===== config.mk =====
export PLATFORM = sky130hd
export DESIGN_NAME = bnv_pixel_math
export DESIGN_NICKNAME = d
export VERILOG_FILES = /design/src/hw/rtl/bnv_pkg.sv /design/src/hw/rtl/bnv_pixel_math.sv
export SDC_FILE = /design/constraint.sdc
export NUM_CORES = 1
export LEC_CHECK = 0
export BUFFER_PORTS_ARGS = -buffer_cell sky130_fd_sc_hd__buf_2
export CAP_MARGIN = 20
export CORE_MARGIN = 2
export CORE_UTILIZATION = 50
export DETAILED_ROUTE_END_ITERATION = 8
export PLACE_DENSITY = 0.67
export SLEW_MARGIN = 25
export SYNTH_ARGS = -nofsm -noshare
export SYNTH_HDL_FRONTEND = slang
export SYNTH_SLANG_ARGS = --single-unit

===== constraint.sdc =====
create_clock -name vclk -period 15.1
set_input_delay 0.755 -clock vclk [all_inputs]
set_output_delay 0.755 -clock vclk [all_outputs]
set_load 0.01 [all_outputs]

===== src/hw/rtl/bnv_pkg.sv =====
// Shared types, constants and helper functions for the BGRA to NV12 converter.
package bnv_pkg;

  localparam int MAX_WIDTH    = 4096;
  localparam int MAX_HEIGHT   = 4096;
  localparam int COL_W        = $clog2(MAX_WIDTH);
  localparam int ROW_W        = $clog2(MAX_HEIGHT);
  localparam int SIZE_W       = 13;
  localparam int STORE_DEPTH  = MAX_WIDTH / 2;
  localparam int ADDR_W       = $clog2(STORE_DEPTH);
  localparam int CHAN_W       = 9;
  localparam int PAIR_W       = 2 * CHAN_W;
  localparam int LUMA_IDX_W   = 24;
  localparam int CHROMA_IDX_W = 23;
  localparam int CFG_IDX_W    = 1;
  localparam int MATH_W       = 18;

  localparam logic [SIZE_W-1:0] WIDTH_RESET  = SIZE_W'(1920);
  localparam logic [SIZE_W-1:0] HEIGHT_RESET = SIZE_W'(1080);

  // Configuration register indexes
  localparam logic [CFG_IDX_W-1:0] REG_FRAME_WIDTH  = 1'b0;
  localparam logic [CFG_IDX_W-1:0] REG_FRAME_HEIGHT = 1'b1;

  // BT.601 studio-swing weights
  localparam logic signed [MATH_W-1:0] COEF_Y_R  = 18'sd66;
  localparam logic signed [MATH_W-1:0] COEF_Y_G  = 18'sd129;
  localparam logic signed [MATH_W-1:0] COEF_Y_B  = 18'sd25;
  localparam logic signed [MATH_W-1:0] COEF_U_R  = -18'sd38;
  localparam logic signed [MATH_W-1:0] COEF_U_G  = -18'sd74;
  localparam logic signed [MATH_W-1:0] COEF_U_B  = 18'sd112;
  localparam logic signed [MATH_W-1:0] COEF_V_R  = 18'sd112;
  localparam logic signed [MATH_W-1:0] COEF_V_G  = -18'sd94;
  localparam logic signed [MATH_W-1:0] COEF_V_B  = -18'sd18;
  localparam logic signed [MATH_W-1:0] ROUND_ADD = 18'sd128;
  localparam logic signed [MATH_W-1:0] Y_OFFSET  = 18'sd16;
  localparam logic signed [MATH_W-1:0] C_OFFSET  = 18'sd128;

  typedef struct packed {
    logic [7:0] blue;
    logic [7:0] green;
    logic [7:0] red;
  } pixel_in_t;

  typedef struct packed {
    logic [7:0]              luma;
    logic [LUMA_IDX_W-1:0]   luma_index;
    logic                    chroma_valid;
    logic [7:0]              cb_value;
    logic [7:0]              cr_value;
    logic [CHROMA_IDX_W-1:0] chroma_index;
    logic                    frame_end;
  } pixel_out_t;

  typedef struct packed {
    logic [7:0]        y;
    logic [CHAN_W-1:0] u;
    logic [CHAN_W-1:0] v;
  } yuv_t;

  typedef struct packed {
    logic              en;
    logic [ADDR_W-1:0] addr;
    logic [PAIR_W-1:0] data;
  } store_wr_t;

  typedef struct packed {
    logic              en;
    logic [ADDR_W-1:0] addr;
  } store_rd_t;

  function automatic logic [7:0] clamp_u8(input logic signed [MATH_W-1:0] val);
    logic [7:0] res;
    if (val < 0) begin
      res = 8'd0;
    end else if (val > 18'sd255) begin
      res = 8'd255;
    end else begin
      res = val[7:0];
    end
    return res;
  endfunction

  // Clamp to 2..limit, then force even.
  function automatic logic [SIZE_W-1:0] effective_size(input logic [SIZE_W-1:0] val,
                                                       input logic [SIZE_W-1:0] limit);
    logic [SIZE_W-1:0] s;
    s = val;
    if (s < SIZE_W'(2)) begin
      s = SIZE_W'(2);
    end
    if (s > limit) begin
      s = limit;
    end
    s[0] = 1'b0;
    return s;
  endfunction

endpackage


===== src/hw/rtl/bnv_pixel_math.sv =====
// Per-pixel BT.601 color-space conversion: luma byte and unaveraged U/V terms.
module bnv_pixel_math (
  input  bnv_pkg::pixel_in_t pix,
  output bnv_pkg::yuv_t      yuv
);

  logic signed [bnv_pkg::MATH_W-1:0] r_s;
  logic signed [bnv_pkg::MATH_W-1:0] g_s;
  logic signed [bnv_pkg::MATH_W-1:0] b_s;
  logic signed [bnv_pkg::MATH_W-1:0] y_sum;
  logic signed [bnv_pkg::MATH_W-1:0] u_sum;
  logic signed [bnv_pkg::MATH_W-1:0] v_sum;
  logic signed [bnv_pkg::MATH_W-1:0] y_full;
  logic signed [bnv_pkg::MATH_W-1:0] u_full;
  logic signed [bnv_pkg::MATH_W-1:0] v_full;

  always_comb begin
    r_s = $signed({10'b0, pix.red});
    g_s = $signed({10'b0, pix.green});
    b_s = $signed({10'b0, pix.blue});
    y_sum = bnv_pkg::COEF_Y_R * r_s + bnv_pkg::COEF_Y_G * g_s + bnv_pkg::COEF_Y_B * b_s
          + bnv_pkg::ROUND_ADD;
    u_sum = bnv_pkg::COEF_U_R * r_s + bnv_pkg::COEF_U_G * g_s + bnv_pkg::COEF_U_B * b_s
          + bnv_pkg::ROUND_ADD;
    v_sum = bnv_pkg::COEF_V_R * r_s + bnv_pkg::COEF_V_G * g_s + bnv_pkg::COEF_V_B * b_s
          + bnv_pkg::ROUND_ADD;
    // flooring shift, then offset
    y_full = (y_sum >>> 8) + bnv_pkg::Y_OFFSET;
    u_full = (u_sum >>> 8) + bnv_pkg::C_OFFSET;
    v_full = (v_sum >>> 8) + bnv_pkg::C_OFFSET;
    yuv.y = bnv_pkg::clamp_u8(y_full);
    yuv.u = u_full[bnv_pkg::CHAN_W-1:0];
    yuv.v = v_full[bnv_pkg::CHAN_W-1:0];
  end

endmodule


==> run summary, run 1 <==
• 137 um — DIE HEIGHT
• 177 — Detailed Route Iter0 Violations
• 0 — residual overflow from global routing
• 0 — number of pins with negative max-slew slack in the final report
• 0 — count of nets left with antenna violations after detail routing
• 5.95% — Layout area overhead
• 1222 — number of cells in the finished layout apart from fillers
• 1222 — number of cells after detailed placement
• 12 — maximum number of pins on one net before global-route repair
• 7.92 ns — clock period minus worst slack
• 52.4% — period utilization
• 0 — number of antenna cells inserted
• output pin — kind of end point of the critical path
• 1369 — syn_nets
• 0 — sequential cell count
• 9.28 um^2 — Mean Syn Cell Area
• 17700 um — total wire length after detailed routing
• 0.876 — GPL Wtd Cong
• 51 — number of distinct library cells after synthesis
• 18700 um^2 — DIE AREA
• 16200 um — HPWL reported at the end of detailed placement
• 0 ns — accumulated negative setup slack
• 59.8% — Max transition margin
• 0.588 ns — transition at the pin with the smallest max-transition slack
• 14.5 um — Routed wire per std cell
• 9330 um^2 — placed cell area
• 0 — Warnings, synthesis
• 31400 um — first-pass GRT wire length
• 0 — final-layout clock buffer total
• 8810 um^2 — netlist area before placement
• primary input to output pin — class of the most critical hold timing path
• 0 um^2 — area taken by flip-flops and latches
• 0 — final setup violating endpoints
• 50 — number of buffers inserted by port buffering
• 9 — largest fanout on the critical path
• pix[15] — Min-Delay Startpoint
• 6.42% — fraction of final layout cells with drive strength greater than 1
• 949 — number of instances in the synthesized netlist
• 51.1% — initial standard-cell utilization of the core
• 7.16 ns — crit path DAT
• 17200 um^2 — standard cell core area
• no — unrepaired setup endpoints after global routing
• ha_1 — leading area contributor after synthesis
• ha_1, fa_1, inv_1 — main area contributors after synthesis
• yuv[25] — Hold Path End
• 14.35 ns — data required time at the worst endpoint
• complete, no violations — status
• 1419 — final-stage net count
• 5.10 — via density per instance
• 4 — number of optimization iterations in the first detailed-route pass
• 0 — antenna violations before repair
• 126 MHz — achievable frequency
• 6517 — number of global-route vias before repair
• 50 — I/O pin total
• 6237 — vias post-DR
• 48 — Row Count
• 0 — Post-CTS Repair Setup Buffers
• 9330 um^2 — Design Area, Final
• 0 — # resized after CTS
• primary input — CP startpoint kind
• primary input to output pin — Worst Path Class, Setup
• 137 um — Die Width
• 7 — Hold Path Cell Cnt
• 0 — Final Hold Violating Endpoints
• 0 — count of unresolved DRC violations after routing
• 41.2% — fraction of post-synthesis cell area in the top cell type by area
• 0 — maximum capacitance violations
• 0 — Hold-fix buffers, CTS
• 0% — proportion of synthesized chip area in sequential cells
• 20.9% — GRT Overall Usage
## logic make-up after synthesis
group	synth area share [%]
adders and majority gates	65.3
AOI/OAI and AO/OA	10.7
buffers and inverters	8.86
muxes	0.455
and+or+nand+nor	7.33
xor gates and xnor gates	7.41
## per-stage QoR
stage	util [%]	setup WS (ns)	hold WS, ns
after floorplan	-	7.97	2.07
after global placement	54.1	7.32	2.49
after detailed placement	54.1	7.20	2.49
after CTS	54.1	7.20	2.49
after global routing	54.1	6.78	2.63
final	54.1	7.18	2.49
## worst max-delay path: stages
cell and delay [ns]:
buf_2 0.26, ha_1 0.29, ha_1 0.29, ha_1 0.22, fa_1 0.40, xor2_1 0.16, ha_1 0.27, inv_1 0.05
fa_1 0.49, inv_1 0.05, fa_1 0.46, fa_1 0.49, ha_1 0.30, ha_1 0.34, and3_1 0.16, nand3_1 0.13
a31oi_1 0.31, nor2_1 0.09, xnor2_1 0.21, ha_1 0.21, inv_1 0.09, nor4_4 0.34, mux2i_1 0.51, a21oi_1 0.12
buf_2 0.16
## layout by cell type (no fill, tap or decap), types with 6 or more instances in the layout
cell type and instances:
fa_1 106, nor2_1 36, o21ai_0 16, nor2b_1 8, ha_1 290, buf_2 50
and3_1 6, nand3_1 11, o21bai_1 17, a21o_1 21, xnor2_1 53, inv_1 206
nand2_1 17, nor3_1 17, and2_1 7, xor2_1 19, a21oi_1 50, o21a_1 6
## worst max path at each step
stage | from | endpoint | cells past startpoint
2_1_floorplan | pix[2] | yuv[23] | 23
5_1_grt | pix[2] | yuv[24] | 25
3_5_place_dp | pix[2] | yuv[20] | 25
4_1_cts | pix[2] | yuv[20] | 25
3_3_place_gp | pix[2] | yuv[24] | 25
6_report | pix[2] | yuv[20] | 25
## per-layer routing
layer | track usage (%) | wire (um) | part of all wire (%) | vias up
met3 | 0.370 | 358 | 2.0 | 4
met1 | 30.9 | 8990 | 51 | 2905
met2 | 36.2 | 8320 | 47 | 65
met4 | 0.637 | 59 | 0.33 | 0
met5 | 0 | 0 | 0 | -
li1 | - | - | - | 3263
## final cells by class
cell class	count	area, um^2
multi-input cells	741	8030
fillers	1616	7900
inverters	206	773
well taps	225	282
repair buffers	50	250
## synth_stat cells, types with 3 or more instances
master    count
a211o_1       3
xor2_1       19
nor2_1       36
nor2b_1       8
mux2i_1       4
or2_2         4
or3_1         3
nand2_1      17
nand4_1       3
o21bai_1     17
nor3_1       17
nand2b_1      5
and2_1        7
and3_1        6
inv_1       206
ha_1        290
o31ai_1       5
o21a_1        6
a211oi_1      3
nand3_1      11
fa_1        106
xnor2_1      53
a21o_1       21
a31oi_1       3
o21ai_0      16
a21oi_1      50
Power of run 1 is left out: the tool's default activity adds up to more than one toggle a clock period on the data nets, which glitch-free logic cannot reach.
==> inputs of run 2 (changes only) <==
Settings changed: PLACE_DENSITY 0.67 to 0.7.
Clock period 15.1 ns to 6.45 ns, I/O delays scaled along.
==> run 2 against run 1 <==
Net effect:
- sequential share of layout area unchanged
- hold slack worse by 0.85 ns
- die area unchanged
- utilization up 3.9 points
- via count up 6.5%
- critical path type unchanged
- cell count up 4.6%
- non-clock buffer count up 56
- highest routed layer unchanged
- critical path depth unchanged
- first-iteration DRC count up 11%
- final area up 7.3%
- critical endpoint is now yuv[17]
- count of clock-buffer cells in the layout unchanged
- wire length up 8.7%
==> run summary, run 2 (synthesis results as in run 1) <==
• 17200 um^2 — standard cell core area
• 0 — Final Hold Violating Endpoints
• pix[16] — Min-Delay Startpoint
• 10000 um^2 — Design Area, Final
• 0.58 ns — delay contributed by the slowest stage of the critical path
• 19300 um — total wire length after detailed routing
• 1520 — fillers
• 51.1% — initial standard-cell utilization of the core
• 9690 um^2 — placed cell area
• 21.5% — GRT Overall Usage
• primary input to output pin — class of the most critical hold timing path
• 0 — sequential cell count
• 0 — residual overflow from global routing
• output pin — kind of end point of the critical path
• yuv[0] — Hold Path End
• 0.594 ns — transition at the pin with the smallest max-transition slack
• 4 — largest fanout on the critical path
• 7 — Hold Path Cell Cnt
• 58.1% — fin util
• 50 — number of buffers inserted by port buffering
• 0 um^2 — area taken by flip-flops and latches
• complete, no violations — status
• 8280 um^2 — footprint of the multi-input gates
• fa_1 — CP max-delay cell
• 0 — count of unresolved DRC violations after routing
• 6.26 ns — clock period minus worst slack
• 197 — Detailed Route Iter0 Violations
• 11 — maximum number of pins on one net before global-route repair
• 4 — number of optimization iterations in the first detailed-route pass
• 0 — count of nets left with antenna violations after detail routing
• 5.94 ns — crit path DAT
• 6790 — number of global-route vias before repair
• 14.9% — fraction of final layout cells with drive strength greater than 1
• 6645 — vias post-DR
• ha_1, inv_1, fa_1 — most used cells in the layout excluding fill and tap cells
• 0 — number of antenna cells inserted
• 0 — number of pins with negative max-slew slack in the final report
• 0.954 — GPL Wtd Cong
• ha_1 — commonest non-fill, non-tap cell in the layout
• 60.3% — Max transition margin
• 13.6% — Layout area overhead
• 0 — final-layout clock buffer total
• 5.20 — via density per instance
• 1270 — number of cells after detailed placement
• 1475 — final-stage net count
• 160 MHz — achievable frequency
• 0 — final setup violating endpoints
• inv_1 — most frequent cell on the critical path
• 17600 um — HPWL reported at the end of detailed placement
• 137 um — Die Width
• 48 — Row Count
• 97.1% — period utilization
• primary input to output pin — Worst Path Class, Setup
• 137 um — DIE HEIGHT
• 18700 um^2 — DIE AREA
• 1278 — number of cells in the finished layout apart from fillers
• 6.13 ns — data required time at the worst endpoint
• 32000 um — first-pass GRT wire length
• 15.1 um — Routed wire per std cell
• primary input — CP startpoint kind
• 50 — I/O pin total
• 0 — maximum capacitance violations
• 0 — antenna violations before repair
[run 2: worst max-delay path by stage]
stage	to	slack, ns	from
2_1_floorplan	yuv[23]	0.18	pix[2]
3_3_place_gp	yuv[24]	-0.05	pix[2]
3_5_place_dp	yuv[24]	-0.16	pix[2]
4_1_cts	yuv[17]	0.03	pix[2]
5_1_grt	yuv[18]	-0.03	pix[1]
6_report	yuv[17]	0.19	pix[12]
[run 2: layout make-up]
type,count,area share [%]
Timing Repair Buffer,106,6.70
Tap cell,225,2.81
Multi-Input combinational cell,741,82.8
Inverter,206,7.73
[run 2: routing by layer]
metal / up-vias / track usage, % / wire length [um]
li1: 3374 / - / -
met5: - / 0 / 0
met2: 87 / 37.8 / 9270
met3: 12 / 1.96 / 745
met4: 0 / 2.14 / 253
met1: 3172 / 29.6 / 9010
[run 2: timing repair]
| item | CTS | global route |
|---|---|---|
| gates resized for setup | 12 | 29 |
| setup endpoints to repair | 9 | 12 |
| buffers inserted | 3 | 5 |
| pin swaps | 7 | 26 |
| hold buffers | 0 | 0 |
[run 2: worst max-delay path, delay by kind of cell]
kind            cells  cell delay [ns]
xor+xnor            2             0.33
simple gates        1             0.19
mux                 1             0.24
compound gates      6             1.06
buf+inv             7             0.58
fa+ha+maj           8             3.21
[run 2: per-stage QoR]
step	worst slack, ns	hold WS, ns	TNS, ns
floorplan	0.184	1.20	0
global placement	-0.0479	1.66	-0.289
detailed placement	-0.155	1.65	-1.23
CTS	0.0302	1.65	0
global route	-0.0292	1.74	-0.130
finish	0.187	1.64	0
Power of run 2 is left out for the same reason.
==> inputs of run 3 (changes only) <==
Settings changed: CORE_ASPECT_RATIO from default to 1.25, CORE_MARGIN 2 to default.
==> run 3 against run 2 <==
Net effect:
- via count rose by 2.6%
- hold slack better by 0.019 ns
- cell count rose by 0.86%
- wire length increased by 6.0%
==> run summary, run 3 (synthesis results as in run 1) <==
• complete, no violations — status
• 6 — largest fanout on the critical path
• 53 — Row Count
• 18200 um^2 — DIE AREA
• 6.13 ns — data required time at the worst endpoint
• 0.126 ns — worst path setup slack after routing
• 0 — count of unresolved DRC violations after routing
• 0 — count of nets left with antenna violations after detail routing
• ha_1, inv_1, fa_1 — most used cells in the layout excluding fill and tap cells
• 1497 — fillers
• pix[1] — worst setup path startpoint
• 1491 — final-stage net count
• 121 um — Die Width
• 0 um^2 — area taken by flip-flops and latches
• output pin — kind of end point of the critical path
• 0 — Final Hold Violating Endpoints
• 4 — number of optimization iterations in the first detailed-route pass
• 0 — residual overflow from global routing
• 9800 um^2 — placed cell area
• 6.00 ns — crit path DAT
• 231 — Detailed Route Iter0 Violations
• 0 — maximum capacitance violations
• 18200 um — HPWL reported at the end of detailed placement
• 98.1% — period utilization
• 8290 um^2 — footprint of the multi-input gates
• 15.9 um — Routed wire per std cell
• 10100 um^2 — Design Area, Final
• 50 — number of buffers inserted by port buffering
• 158 MHz — achievable frequency
• 6818 — vias post-DR
• 5.29 — via density per instance
• 0 — number of antenna cells inserted
• 51.7% — initial standard-cell utilization of the core
• 0 — sequential cell count
• 11 — maximum number of pins on one net before global-route repair
• primary input to output pin — class of the most critical hold timing path
• primary input — CP startpoint kind
• 1280 — number of cells after detailed placement
• 0 — number of pins with negative max-slew slack in the final report
• 32800 um — first-pass GRT wire length
• pix[8] — Min-Delay Startpoint
• 0 — final setup violating endpoints
• 150 um — DIE HEIGHT
• 50 — I/O pin total
• 20400 um — total wire length after detailed routing
• 62.0% — Max transition margin
• 15.1% — Layout area overhead
• 6.32 ns — clock period minus worst slack
• 17000 um^2 — standard cell core area
• -0.134 ns — worst setup timing slack at the placement stage
• 7143 — number of global-route vias before repair
• 0 — final-layout clock buffer total
• ha_1 — commonest non-fill, non-tap cell in the layout
• primary input to output pin — Worst Path Class, Setup
• 22.8% — GRT Overall Usage
• 1289 — number of cells in the finished layout apart from fillers
• 0.911 — GPL Wtd Cong
• 0.568 ns — transition at the pin with the smallest max-transition slack
• 16.1% — fraction of final layout cells with drive strength greater than 1
• 0 — antenna violations before repair
==> run 3: cell type report <==
cell class,instances,share of cell area (%)
repair buffers,122,7.85
inverters,206,7.63
well taps,220,2.72
multi-input cells,741,81.8
==> run 3: per-stage QoR <==
stage / util [%] / TNS (ns) / hold WS [ns]
4_1_cts: 57.8 / 0 / 1.68
2_1_floorplan: - / 0 / 1.20
3_3_place_gp: 57.5 / -0.00534 / 1.68
5_1_grt: 59.5 / -0.418 / 1.74
3_5_place_dp: 57.5 / -0.971 / 1.68
6_report: 59.5 / 0 / 1.66
==> run 3: repair_timing <==
| action | CTS | global route |
|---|---|---|
| hold buffers | 0 | 0 |
| gates resized for setup | 6 | 36 |
| setup buffers | 2 | 7 |
| hold endpoints to repair | 0 | 0 |
| pin swaps | 7 | 32 |
| cloned | 0 | 0 |
| endpoints found under the setup margin | 8 | 13 |
==> run 3: routing by layer <==
metal,share of wire (%),routed length (um),GRT usage (%)
met2,52,10700,43.0
met4,3.7,748,8.15
met5,0,0,0
met3,2.0,412,0.833
met1,42,8620,27.4
==> run 3: critical path, cell delays in order <==
cell	delay, ns
buf_2	0.14
ha_1	0.30
ha_2	0.28
ha_1	0.29
ha_1	0.29
ha_1	0.31
fa_1	0.46
fa_1	0.54
inv_1	0.05
fa_1	0.55
inv_1	0.05
ha_1	0.30
o21ai_0	0.17
nand2b_1	0.16
buf_4	0.17
and3_4	0.17
o211a_1	0.21
a211o_4	0.30
nor4_4	0.30
mux2i_1	0.22
buf_4	0.16
a21oi_1	0.09
buf_2	0.16
==> run 3: path summary, 6_finish.rpt <==
check | endpoint | slack, ns | cells after the start
worst max-delay path | yuv[19] | 0.13 | 23
worst min-delay path | yuv[10] | 1.66 | 7
Power of run 3 is left out for the same reason.
